$ cat config.mk
export PLATFORM = sky130hd
export DESIGN_NAME = signed_int_to_decimal_ascii_core
export DESIGN_NICKNAME = d
export VERILOG_FILES = /design/src/rtl/sitda_pkg.sv /design/src/rtl/sitda_ctrl.sv /design/src/rtl/sitda_dp.sv /design/src/rtl/signed_int_to_decimal_ascii_core.sv
export SDC_FILE = /design/constraint.sdc
export NUM_CORES = 1
export LEC_CHECK = 0
export BUFFER_PORTS_ARGS = -buffer_cell sky130_fd_sc_hd__clkbuf_2
export CAP_MARGIN = 10
export CORE_ASPECT_RATIO = 1.75
export CORE_UTILIZATION = 50
export CTS_BUF_LIST = sky130_fd_sc_hd__clkbuf_2 sky130_fd_sc_hd__clkbuf_4 sky130_fd_sc_hd__clkbuf_8
export DETAILED_ROUTE_END_ITERATION = 10
export GPL_TIMING_DRIVEN = 0
export PLACE_DENSITY = 0.69
export SLEW_MARGIN = 10
export SYNTH_ARGS = -nofsm -noshare
export SYNTH_HDL_FRONTEND = slang
export SYNTH_SLANG_ARGS = --single-unit
$ cat constraint.sdc
create_clock -name i_clk -period 2.7 [get_ports i_clk]
set_clock_uncertainty 0.05 [all_clocks]
set_input_delay 0.405 -clock i_clk [delete_from_list [all_inputs] [get_ports i_clk]]
set_output_delay 0.405 -clock i_clk [all_outputs]
set_load 0.005 [all_outputs]
$ cat src/rtl/sitda_pkg.sv
`timescale 1ns / 1ps
`default_nettype none

package sitda_pkg;

    localparam int VALUE_WIDTH_DEF = 32;
    localparam int IN_WIDTH        = 32;
    localparam int CHAR_WIDTH      = 8;
    localparam int BCD_DIGIT_W     = 4;

    localparam logic [CHAR_WIDTH-1:0]  CHAR_MINUS = 8'd45;
    localparam logic [CHAR_WIDTH-1:0]  CHAR_ZERO  = 8'd48;

    // shift-and-add-3: a digit of five or more gets three added before the shift,
    // so that it carries into the next digit at ten
    localparam logic [BCD_DIGIT_W-1:0] DIGIT_ADJ_MIN = 4'd5;
    localparam logic [BCD_DIGIT_W-1:0] DIGIT_ADJ     = 4'd3;

    // decimal digits of 2^(w-1), the largest magnitude: floor((w-1)*log10(2)) + 1
    function automatic int dec_digits(input int w);
        return (((w - 1) * 1233) >> 12) + 1;
    endfunction

    typedef enum logic [3:0] {
        S_IDLE = 4'b0001,
        S_CONV = 4'b0010,
        S_SIGN = 4'b0100,
        S_EMIT = 4'b1000
    } t_state;

    typedef struct packed {
        logic load;
        logic convert;
        logic emit_sign;
        logic emit_digit;
    } t_dp_cmd;

    typedef struct packed {
        logic negative;
        logic conv_done;
        logic digits_done;
    } t_dp_status;

endpackage

`default_nettype wire

$ cat src/rtl/sitda_ctrl.sv
`timescale 1ns / 1ps
`default_nettype none

module sitda_ctrl (
    input  wire logic                  i_clk,
    input  wire logic                  i_rst_n,
    input  wire logic                  i_start,
    input  wire sitda_pkg::t_dp_status i_status,
    output sitda_pkg::t_dp_cmd         o_cmd,
    output logic                       o_busy
);
    import sitda_pkg::*;

    t_state r_state;
    t_state n_state;

    always_comb begin
        n_state = r_state;
        o_cmd   = '0;
        unique case (r_state)
            S_IDLE: begin
                if (i_start) begin
                    o_cmd.load = 1'b1;
                    n_state    = S_CONV;
                end
            end
            S_CONV: begin
                if (i_status.conv_done) begin
                    n_state = i_status.negative ? S_SIGN : S_EMIT;
                end else begin
                    o_cmd.convert = 1'b1;
                end
            end
            S_SIGN: begin
                o_cmd.emit_sign = 1'b1;
                n_state         = S_EMIT;
            end
            S_EMIT: begin
                o_cmd.emit_digit = 1'b1;
                if (i_status.digits_done) begin
                    n_state = S_IDLE;
                end
            end
            default: begin
                n_state = S_IDLE;
            end
        endcase
    end

    always_ff @(posedge i_clk) begin
        if (!i_rst_n) begin
            r_state <= S_IDLE;
        end else begin
            r_state <= n_state;
        end
    end

    assign o_busy = (r_state != S_IDLE);

endmodule

`default_nettype wire

$ cat src/rtl/sitda_dp.sv
`timescale 1ns / 1ps
`default_nettype none

module sitda_dp #(
    parameter int VALUE_WIDTH = sitda_pkg::VALUE_WIDTH_DEF
) (
    input  wire logic                                 i_clk,
    input  wire logic                                 i_rst_n,
    input  wire logic signed [sitda_pkg::IN_WIDTH-1:0] i_value,
    input  wire sitda_pkg::t_dp_cmd                   i_cmd,
    output sitda_pkg::t_dp_status                     o_status,
    output logic                                      o_valid,
    output logic [sitda_pkg::CHAR_WIDTH-1:0]          o_text_char,
    output logic                                      o_last_char
);
    import sitda_pkg::*;

    localparam int NUM_DIGITS = dec_digits(VALUE_WIDTH);
    localparam int BCD_W      = NUM_DIGITS * BCD_DIGIT_W;
    localparam int CNT_W      = $clog2(VALUE_WIDTH + 1);
    localparam int DIG_CNT_W  = $clog2(NUM_DIGITS + 1);

    logic [VALUE_WIDTH-1:0] w_x;
    logic [VALUE_WIDTH-1:0] w_mag;
    logic [BCD_W-1:0]       w_adj;
    logic [BCD_DIGIT_W-1:0] w_top;
    logic                   w_is_last;

    logic [VALUE_WIDTH-1:0] r_bin;
    logic [BCD_W-1:0]       r_bcd;
    logic                   r_neg;
    logic [CNT_W-1:0]       r_bit_cnt;
    logic [DIG_CNT_W-1:0]   r_dig_cnt;
    logic                   r_seen;
    logic                   r_valid;
    logic [CHAR_WIDTH-1:0]  r_char;
    logic                   r_last;

    // the word carries IN_WIDTH bits; a wider value is zero above them
    generate
        if (VALUE_WIDTH <= IN_WIDTH) begin : g_narrow
            assign w_x = i_value[VALUE_WIDTH-1:0];
        end else begin : g_wide
            assign w_x = {{(VALUE_WIDTH - IN_WIDTH){1'b0}}, i_value};
        end
    endgenerate

    // unsigned magnitude, so the most negative value keeps its full size
    assign w_mag = w_x[VALUE_WIDTH-1] ? (~w_x + {{(VALUE_WIDTH - 1){1'b0}}, 1'b1}) : w_x;

    always_comb begin
        for (int d = 0; d < NUM_DIGITS; d++) begin
            if (r_bcd[d*BCD_DIGIT_W +: BCD_DIGIT_W] >= DIGIT_ADJ_MIN) begin
                w_adj[d*BCD_DIGIT_W +: BCD_DIGIT_W] =
                    r_bcd[d*BCD_DIGIT_W +: BCD_DIGIT_W] + DIGIT_ADJ;
            end else begin
                w_adj[d*BCD_DIGIT_W +: BCD_DIGIT_W] = r_bcd[d*BCD_DIGIT_W +: BCD_DIGIT_W];
            end
        end
    end

    assign w_top     = r_bcd[BCD_W-1 -: BCD_DIGIT_W];
    assign w_is_last = (r_dig_cnt == DIG_CNT_W'(1));

    always_ff @(posedge i_clk) begin
        if (i_cmd.load) begin
            r_bin     <= w_mag;
            r_bcd     <= '0;
            r_neg     <= w_x[VALUE_WIDTH-1];
            r_bit_cnt <= CNT_W'(VALUE_WIDTH);
            r_dig_cnt <= DIG_CNT_W'(NUM_DIGITS);
            r_seen    <= 1'b0;
        end else if (i_cmd.convert) begin
            r_bcd     <= {w_adj[BCD_W-2:0], r_bin[VALUE_WIDTH-1]};
            r_bin     <= {r_bin[VALUE_WIDTH-2:0], 1'b0};
            r_bit_cnt <= r_bit_cnt - CNT_W'(1);
        end else if (i_cmd.emit_digit) begin
            // advance to the next digit, most significant first
            r_bcd     <= r_bcd << BCD_DIGIT_W;
            r_dig_cnt <= r_dig_cnt - DIG_CNT_W'(1);
            r_seen    <= r_seen | (w_top != '0);
        end
    end

    always_ff @(posedge i_clk) begin
        if (i_cmd.emit_sign) begin
            r_char <= CHAR_MINUS;
            r_last <= 1'b0;
        end else begin
            r_char <= CHAR_ZERO + CHAR_WIDTH'(w_top);
            r_last <= w_is_last;
        end
    end

    // drop leading zeros, but always keep the units digit
    always_ff @(posedge i_clk) begin
        if (!i_rst_n) begin
            r_valid <= 1'b0;
        end else begin
            r_valid <= i_cmd.emit_sign
                     | (i_cmd.emit_digit & (r_seen | (w_top != '0) | w_is_last));
        end
    end

    assign o_status.negative    = r_neg;
    assign o_status.conv_done   = (r_bit_cnt == '0);
    assign o_status.digits_done = w_is_last;

    assign o_valid     = r_valid;
    assign o_text_char = r_char;
    assign o_last_char = r_last;

endmodule

`default_nettype wire

$ cat src/rtl/signed_int_to_decimal_ascii_core.sv
// Output: character slots follow one a cycle once the conversion is done, a minus sign first
// if negative, then D digit slots, D = decimal digits of 2^(VALUE_WIDTH-1); a skipped leading
// zero leaves its slot empty. Start is taken only while idle, so a new number waits until busy
// drops after the bit-a-cycle shift-and-add-3 loop and the digit-a-cycle readout.
// Reset: synchronous, active low; clears the controller and strobe.
`timescale 1ns / 1ps
`default_nettype none

module signed_int_to_decimal_ascii_core #(
    parameter int VALUE_WIDTH = sitda_pkg::VALUE_WIDTH_DEF
) (
    input  wire logic                                 i_clk,
    input  wire logic                                 i_rst_n,
    input  wire logic                                 start,
    output logic                                      busy,
    input  wire logic signed [sitda_pkg::IN_WIDTH-1:0] i_value,
    output logic                                      o_valid,
    output logic [sitda_pkg::CHAR_WIDTH-1:0]          o_text_char,
    output logic                                      o_last_char
);
    import sitda_pkg::*;

    t_dp_cmd    w_cmd;
    t_dp_status w_status;

    sitda_ctrl u_ctrl (
        .i_clk    (i_clk),
        .i_rst_n  (i_rst_n),
        .i_start  (start),
        .i_status (w_status),
        .o_cmd    (w_cmd),
        .o_busy   (busy)
    );

    sitda_dp #(
        .VALUE_WIDTH (VALUE_WIDTH)
    ) u_dp (
        .i_clk       (i_clk),
        .i_rst_n     (i_rst_n),
        .i_value     (i_value),
        .i_cmd       (w_cmd),
        .o_status    (w_status),
        .o_valid     (o_valid),
        .o_text_char (o_text_char),
        .o_last_char (o_last_char)
    );

    a_accept_busy: assert property (@(posedge i_clk) disable iff (!i_rst_n)
        (start && !busy) |=> busy)
        else $error("busy not raised after an accepted word");

    a_last_gap: assert property (@(posedge i_clk) disable iff (!i_rst_n)
        (o_valid && o_last_char) |=> !o_valid)
        else $error("word strobed straight after the last character");

    a_minus_not_last: assert property (@(posedge i_clk) disable iff (!i_rst_n)
        (o_valid && o_text_char == CHAR_MINUS) |-> !o_last_char)
        else $error("minus sign marked as last character");

    a_mid_busy: assert property (@(posedge i_clk) disable iff (!i_rst_n)
        (o_valid && !o_last_char) |-> busy)
        else $error("block idle while a number is still being emitted");

endmodule

`default_nettype wire
# --- Word-level counts from Yosys, hierarchy flattened ---
# Cells that the tools add are included.
totals:
  register_bits: 98
  inputBits: 35
  output_inout_bits: 11
  word_cells: 81
op_classes:
  addsub: 14
  order_cmp: 10
  n_eq_ne: 9
  mux: 26
  bitwise: 6
  reduce_logical: 6
ops:
  columns: ["op", "count"]
  rows:
  - ["32-bit 2-to-1 mux", 3]
  - ["40-bit 2-to-1 mux", 2]
  - ["4-bit 2-to-1 mux", 13]
  - ["4-bit by 3-bit >= comparator with 1-bit output (second input constant)", 10]
  - ["4-bit by 2-bit adder with 4-bit output (second input constant)", 9]
  - ["32-bit by 1-bit adder with 32-bit output (second input constant)", 1]
  - ["32-bit inverter", 1]
  - ["4-bit case mux with 4 select lines", 1]
  - ["4-bit by 1-bit equality test with 1-bit output (second input constant)", 2]
  - ["6-bit by 4-bit adder with 7-bit output (first input constant)", 1]
  - ["6-bit zero test", 1]
  - ["1-bit 2-to-1 mux", 6]
  - ["6-bit by 1-bit subtractor with 6-bit output (second input constant)", 1]
  - ["4-bit by 2-bit equality test with 1-bit output (second input constant)", 1]
  - ["4-bit by 3-bit equality test with 1-bit output (second input constant)", 1]
  - ["4-bit equality test (second input constant)", 1]
  - ["2-bit by 1-bit inequality test with 1-bit output (second input constant)", 2]
  - ["4-bit by 1-bit inequality test with 1-bit output (second input constant)", 1]
  - ["2-bit nonzero test", 2]
  - ["4-bit nonzero test", 1]
  - ["4-bit by 1-bit subtractor with 4-bit output (second input constant)", 1]
  - ["3-bit by 2-bit adder with 3-bit output (second input constant)", 1]
  - ["3-bit 2-to-1 mux", 1]
  - ["1-bit OR", 3]
  - ["5 further kinds", 5]

# --- Depth between registers and ports, before layout ---
# Gate-level depths: netlist of the first run.
logic_depth:
  depth_word: 5
  depth_mapped: 8
  depth_no_buf: 7

# --- By module ---
# A second synthesis of the first run with hierarchy kept.
unflattened:
  hier_cells: 635
  hier_area_um2: 5689.2
by_module_without_submodules:
  columns: ["module", "instances", "cells_each", "area_each_um2", "seq_area_each_um2"]
  rows:
  - ["sitda_dp", 1, 610, 5454.0, 2152.1]
  - ["sitda_ctrl", 1, 25, 235.2, 80.1]

# --- Worst setup path after synthesis of the first run ---
# No wires, ideal clock.
synth_timing:
  kind: "register to register"
  startpoint: "register u_ctrl.r_state[3]"
  endpoint: "register u_dp.r_bin[0], enable pin"
  t_arrival_ns: 2.054
  t_required_ns: 2.261
  slack_ns: 0.207
  path_stages_with_launch: 6
  n_path_buf: 2
  synth_period_minus_slack_ns: 2.493
  path_cell_list: "dfxtp_1 > or4b_4 > a21o_1 > buf_6 > clkbuf_1 > nand2_1"
synth_via:
  elab_chain_len: 3
  word_cells_on_any_way: 5
synth_rtl:
  columns: ["element", "line", "text"]
  rows:
  - ["start: declaration", "sitda_ctrl.sv:14", "t_state r_state;"]
  - ["start signal: assignment", "sitda_ctrl.sv:54", "r_state <= n_state;"]
  - ["4-bit by 2-bit equality test with 1-bit output or 4-bit by 1-bit equality test with 1-bit output (tied branches)", "sitda_ctrl.sv:20", "unique case (r_state)"]
  - ["1-bit 2-to-1 mux", "sitda_ctrl.sv:20", null]
  - ["2-bit nonzero test (no source line) (*)", null, null]
  - ["end signal: assignment", "sitda_dp.sv:67", "r_bin <= w_mag;"]
  - ["end signal: assignment", "sitda_dp.sv:75", "r_bin <= {r_bin[VALUE_WIDTH-2:0], 1'b0};"]
  - ["end: declaration", "sitda_dp.sv:29", "logic [VALUE_WIDTH-1:0] r_bin;"]
# Mark *: on every way between the ends. The rest lies on a longest branch, timed or not.
# A chain may end at the register's enable or synchronous reset.

# --- Worst setup path after layout of the first run ---
layout_timing:
  startpoint: "register u_ctrl.r_state[0]"
  endpoint: "register u_dp.r_bin[16], enable pin"
# Same word-level chain as after synthesis.

==> results of run 1 <==
## sequential cells by signal, summed over array words and instances (netlist names)
name and flops:
u_dp.r_bcd 40, u_dp.r_bin 32, u_dp.r_bit_cnt 6, u_dp.o_text_char 5, u_ctrl.r_state 4, u_dp.r_dig_cnt 4, u_dp.o_last_char 1, u_dp.o_valid 1
u_dp.r_neg 1, u_dp.r_seen 1
## cells by family after synthesis
logic type	after synthesis
simple gates	207
compound gates	178
flops	95
buf+inv	66
xor+xnor	44
fa+ha+maj	26
other cells	2
mux	1
## path summary, 6_finish.rpt
path	endpoint	slack, ps	cells after the start
worst max-delay path	u_dp.r_bin[16]$_DFFE_PP_	270	5
worst min-delay path	u_dp.o_valid$_SDFF_PN0_	200	2
worst max register to register	u_dp.r_bin[16]$_DFFE_PP_	270	5
worst min register to register	u_dp.r_dig_cnt[0]$_SDFFE_PP0P_	450	2
## placed cells by master (no fill, tap or decap), drive strengths merged, types with 4 or more instances in the layout
| cell type | netlist | routed |
|---|---|---|
| o31ai | 11 | 11 |
| nor2 | 64 | 64 |
| a221oi | 20 | 20 |
| or3 | 6 | 6 |
| nand2 | 59 | 59 |
| nor3 | 18 | 18 |
| nand2b | 24 | 24 |
| clkbuf | 18 | 69 |
| xnor2 | 14 | 14 |
| inv | 31 | 33 |
| clkinv | 0 | 4 |
| o41ai | 6 | 6 |
| or2 | 5 | 5 |
| buf | 17 | 17 |
| ha | 26 | 26 |
| xor2 | 30 | 30 |
| a21oi | 35 | 35 |
| dfxtp | 62 | 62 |
| nor4 | 9 | 9 |
| o21ai | 78 | 78 |
| nor4b | 4 | 4 |
| a32oi | 18 | 18 |
| edfxtp | 33 | 33 |
| nand3 | 7 | 7 |
## power groups by stage
| stage | logic [W] | clock network, W | registers (W) |
|---|---|---|---|
| global route | 0.00150 | 0.000951 | 0.00214 |
| global placement | 0.00129 | 0 | 0.00213 |
| finish | 0.00133 | 0.000885 | 0.00211 |
| CTS | 0.00134 | 0.000894 | 0.00211 |
| floorplan | 0.000924 | 0 | 0.00209 |
| detailed placement | 0.00133 | 0 | 0.00215 |
## metrics by stage
stage | area (µm²) | instances
after global placement | 5930 | 792
after global routing | 6120 | 808
after detailed placement | 5930 | 792
after floorplan | 5560 | 620
after CTS | 6120 | 808
final | 6120 | 808
## worst reg2reg max path: cells and delay by family, from the launching register on
family	cells	cell delay, ps
simple gates	3	730
flops	1	360
buf+inv	2	940
## cell type report
cell class | instances | area [µm²]
repair buffers | 42 | 210
plain buffers | 35 | 206
clock buffers | 9 | 124
multi-input cells | 459 | 3020
flip-flops and latches | 95 | 2230
inverters | 31 | 116
fillers | 1006 | 4640
clock inverters | 7 | 55.1
well taps | 130 | 163
## metal layers
layer / wire length [µm] / vias to the layer above / track usage
li1: - / 2333 / -
met1: 4910 / 2269 / 0.247
met5: 0 / - / 0
met2: 7260 / 98 / 0.455
met4: 189 / 0 / 0.0831
met3: 350 / 13 / 0.0450
==> results.json, run 1 <==
{
  "holdCritStartpoint": "i_rst_n",
  "synthAdderAreaFrac": 0.0586,
  "track_usage": 0.238,
  "dp_hpwl_mm": 9.78,
  "numPortBuffers": 42,
  "cts.htree.levels": 3,
  "cp_slowest_cell": "buf_1",
  "ys_top_cells_by_count": "65 x o21ai_0, 63 x nor2_1, 62 x dfxtp_1, 59 x nand2_1, 34 x a21oi_1",
  "ys_seq_elements": 95,
  "yosysTopAreaCellShare": 0.223,
  "comb_power_share": 0.307,
  "clk_latency_ps": 380,
  "syn_avg_cell_area_um2": 8.97,
  "crit_path_end_kind": "register",
  "finalCritPeriodShare": 0.901,
  "yosys.cell_count.top_type": "o21ai_0",
  "routed_wirelength_mm": 12.7,
  "fp-row-count": 50,
  "drc": 0,
  "cp.buffers_inverters": 2,
  "cp.arrival_ps": 2400,
  "hp-class": "primary input to register",
  "drive_above_1_share": 0.159,
  "status": "completed",
  "finalNetCount": 734,
  "cp_top_family": "buffers and inverters",
  "crit_path_max_incr_delay_ps": 520,
  "vias_per_cell": 5.83,
  "hold_ws_ps": 197,
  "max-cap-violations": 0,
  "numCtsBuffers": 9,
  "clkPwrFrac": 0.205,
  "reg2reg_from": "u_ctrl.r_state[0]$_SDFFE_PN1P_",
  "power.switching_w": 0.00161,
  "synth_mux_area_frac": 0.00180,
  "syn_area_um2": 5560,
  "p_int_w": 0.00271,
  "ant_nets": 0,
  "cts.clk_slew.worst_paths_ps": 110,
  "seq_area_frac_synth": 0.402,
  "cts_root_buf": "clkbuf_8",
  "p_leak_nw": 2.24,
  "fin_setup_tns_ps": 0,
  "p_total_w": 0.00432,
  "yosys_warnings": 0,
  "layout_setup_ws_ps": 267,
  "async_flop_share": 0,
  "fmax_mhz": 411,
  "clockBufferDepth": 2,
  "ys_top_cells_by_area": "dfxtp_1 22%, edfxtp_1 18%, ha_1 5.9%",
  "grt_pass1_vias": 4619,
  "hold_viol_final": 0,
  "min_period_ps": 2430,
  "dp_slack_ps": -437,
  "peakVddDrop_v": 0.000330,
  "switching_share": 0.373,
  "ioPinCount": 46,
  "core-area_um2": 10800,
  "power_frac_seq": 0.488,
  "synth_xor_area_frac": 0.0694,
  "fin_util": 0.569,
  "synthFlopType": "dfxtp_1",
  "synth_cell_types": 55,
  "clkSinkCount": 95,
  "place.gp.congestion": 0.882,
  "vias": 4713,
  "die-area_um2": 11600,
  "cts_setup_buffers": 0,
  "synth_edf_count": 33,
  "yosys.area_share.simple": 0.190,
  "wl_per_cell_um": 15.7,
  "slew_violations": 0,
  "antenna_found_initial": 0,
  "synth_compound_area_frac": 0.219,
  "grt_pass1_wl_mm": 21.1,
  "critPathKind": "register to register",
  "slew_headroom": 0.352,
  "crit_start": "u_ctrl.r_state[0]$_SDFFE_PN1P_",
  "cp.required_ps": 2670,
  "chipWidth_um": 81.7,
  "n_antenna_cell": 0,
  "synth_top_area_cell": "dfxtp_1",
  "first_pass_iters": 7,
  "rsz0062_at_grt": "false",
  "die_h_um": 141,
  "cts_tree": "built",
  "postCtsHoldBufs": 0,
  "crit_chain": "nor4b_1 -> nand2_1 -> clkbuf_1 -> buf_1 -> nand2_4",
  "synth_top_family_by_area": "compound AO/OA/AOI/OAI gates",
  "cp_max_fo": 32,
  "critPathLaunchType": "register",
  "syn_inst": 619,
  "area_delta_synth_final_pct": 10.2,
  "setup_viol": 0,
  "worstMarginPinSlew_ps": 969,
  "powerDensity_nw_per_um2": 705,
  "grt_max_degree": 33,
  "ctsResizeCount": 2,
  "initial_core_util": 0.516,
  "overflow": 0,
  "drt_iter0_drc": 266
}
Power figures use the tool's default switching activity.
==> run 2, diff against run 1 <==
==> constraint.sdc (replaced) <==
create_clock -name i_clk -period 2.5 [get_ports i_clk]
set_clock_uncertainty 0.05 [all_clocks]
set_input_delay 0.375 -clock i_clk [delete_from_list [all_inputs] [get_ports i_clk]]
set_output_delay 0.375 -clock i_clk [all_outputs]
set_load 0.005 [all_outputs]
==> results.json, run 2 (same netlist as run 1, synthesis figures left out) <==
{
  "overflow": 0,
  "die-area_um2": 11600,
  "drive_above_1_share": 0.161,
  "top_layer": "met4",
  "fp-row-count": 50,
  "n_antenna_cell": 0,
  "chipWidth_um": 81.7,
  "layout_common_cells": "65 x o21ai_0, 63 x nor2_1, 62 x dfxtp_1",
  "place.gp.congestion": 0.882,
  "dp_slack_ps": -637,
  "die_h_um": 141,
  "initial_core_util": 0.516,
  "wl_per_cell_um": 15.7,
  "fin_util": 0.569,
  "clkSinkCount": 95,
  "slew_violations": 0,
  "status": "completed",
  "min_period_ps": 2360,
  "vias_per_cell": 5.83,
  "cts_root_buf": "clkbuf_8",
  "ant_nets": 0,
  "hp-class": "primary input to register",
  "clockBufferDepth": 2,
  "critPathLaunchType": "register",
  "r2r_cells": 5,
  "drt_iter0_drc": 266,
  "regMostFlops": "u_dp.r_bcd",
  "crit_chain": "or4b_4 -> a21o_1 -> buf_6 -> clkbuf_1 -> nand2_4",
  "clk_latency_ps": 380,
  "vias": 4713,
  "postCtsHoldBufs": 0,
  "track_usage": 0.238,
  "cp.buffers_inverters": 2,
  "p_leak_nw": 2.24,
  "top_regs": "u_dp.r_bcd (40), u_dp.r_bin (32), u_dp.r_bit_cnt (6)",
  "cp_max_fo": 32,
  "first_pass_iters": 7,
  "fin_setup_tns_ps": 0,
  "wl_met3_um": 350,
  "cts.clk_slew.worst_paths_ps": 110,
  "critPathKind": "register to register",
  "rsz0062_at_grt": "false",
  "met1_length_mm": 4.91,
  "fmax_mhz": 423,
  "max-cap-violations": 0,
  "final_common_cell": "o21ai_0",
  "cp.arrival_ps": 2340,
  "crit_path_max_incr_delay_ps": 530,
  "hold_viol_final": 0,
  "grt_pass1_wl_mm": 21.1,
  "numCtsBuffers": 9,
  "holdPathStages": 2,
  "cp_slowest_cell": "or4b_4",
  "cp.required_ps": 2480,
  "worstMarginPinSlew_ps": 969,
  "crit_path_end_kind": "register",
  "grt_max_degree": 33,
  "grt_pass1_vias": 4619,
  "numPortBuffers": 42,
  "slew_headroom": 0.352,
  "path_depth": 5,
  "cts_setup_buffers": 0,
  "cts_tree": "built",
  "largest_reg_flops": 40,
  "finalNetCount": 734,
  "layout_setup_ws_ps": 138,
  "cp_top_family": "simple AND/OR/NAND/NOR gates",
  "antenna_found_initial": 0,
  "drc": 0,
  "core-area_um2": 10800,
  "ioPinCount": 46,
  "wl_met2_mm": 7.26,
  "area_delta_synth_final_pct": 10.3,
  "cts.htree.levels": 3,
  "peakVddDrop_v": 0.000357,
  "routed_wirelength_mm": 12.7,
  "dp_hpwl_mm": 9.78,
  "setup_viol": 0,
  "finalCritPeriodShare": 0.945,
  "powerDensity_nw_per_um2": 762
}
==> run 2: changes by cell type in the layout (fill, tap and decap cells not counted) <==
cell / before / now
buf_1: 2 / 1
buf_2: 3 / 4
==> run 2: layout make-up <==
type	instances	area [µm²]
fill	1005	4630
multi-input combinational	459	3020
sequential	95	2230
timing repair buffer	42	210
buffer	35	208
tap	130	163
clock buffer	9	124
inverter	31	116
clock inverter	7	55.1
==> run 2: repair_timing <==
item,CTS,global route
pin swaps,0,0
gates resized for setup,3,1
setup endpoints to repair,32,32
==> run 2: worst register-to-register path, stage by stage (launching register included) <==
cell and delay (ps):
dfxtp_1 420, or4b_4 530, a21o_1 180, buf_6 140
clkbuf_1 270, nand2_4 420
==> run 2: report_power, final <==
group | internal [W] | leakage [nW] | switching (W)
clock | 0.000372 | 0.0915 | 0.000584
combinational | 0.000443 | 1.33 | 0.000992
sequential | 0.00211 | 0.817 | 0.000162
total | 0.00293 | 2.24 | 0.00174
==> run 2: stage by stage <==
step | power, W | instances | area, µm² | hold slack (ps)
finish | 0.00467 | 808 | 6130 | 167
detailed placement | 0.00376 | 792 | 5930 | 410
CTS | 0.00469 | 808 | 6120 | 153
floorplan | 0.00326 | 620 | 5560 | 384
global placement | 0.00370 | 792 | 5930 | 410
global route | 0.00496 | 808 | 6130 | 158
==> run 2: routing by layer <==
layer  GRT usage  vias up
met1       0.247     2269
met5           0        -
li1            -     2333
met4      0.0831        0
met3      0.0450       13
met2       0.455       98
==> run 2: final timing paths <==
path,from,endpoint,slack (ps)
worst max register to register,u_ctrl.r_state[1]$_SDFFE_PN0P_,u_dp.r_bin[16]$_DFFE_PP_,140
worst min-delay path,i_rst_n,u_dp.o_valid$_SDFF_PN0_,170
worst min register to register,u_dp.r_dig_cnt[0]$_SDFFE_PP0P_,u_dp.r_dig_cnt[0]$_SDFFE_PP0P_,450
worst max-delay path,u_ctrl.r_state[1]$_SDFFE_PN0P_,u_dp.r_bin[16]$_DFFE_PP_,140
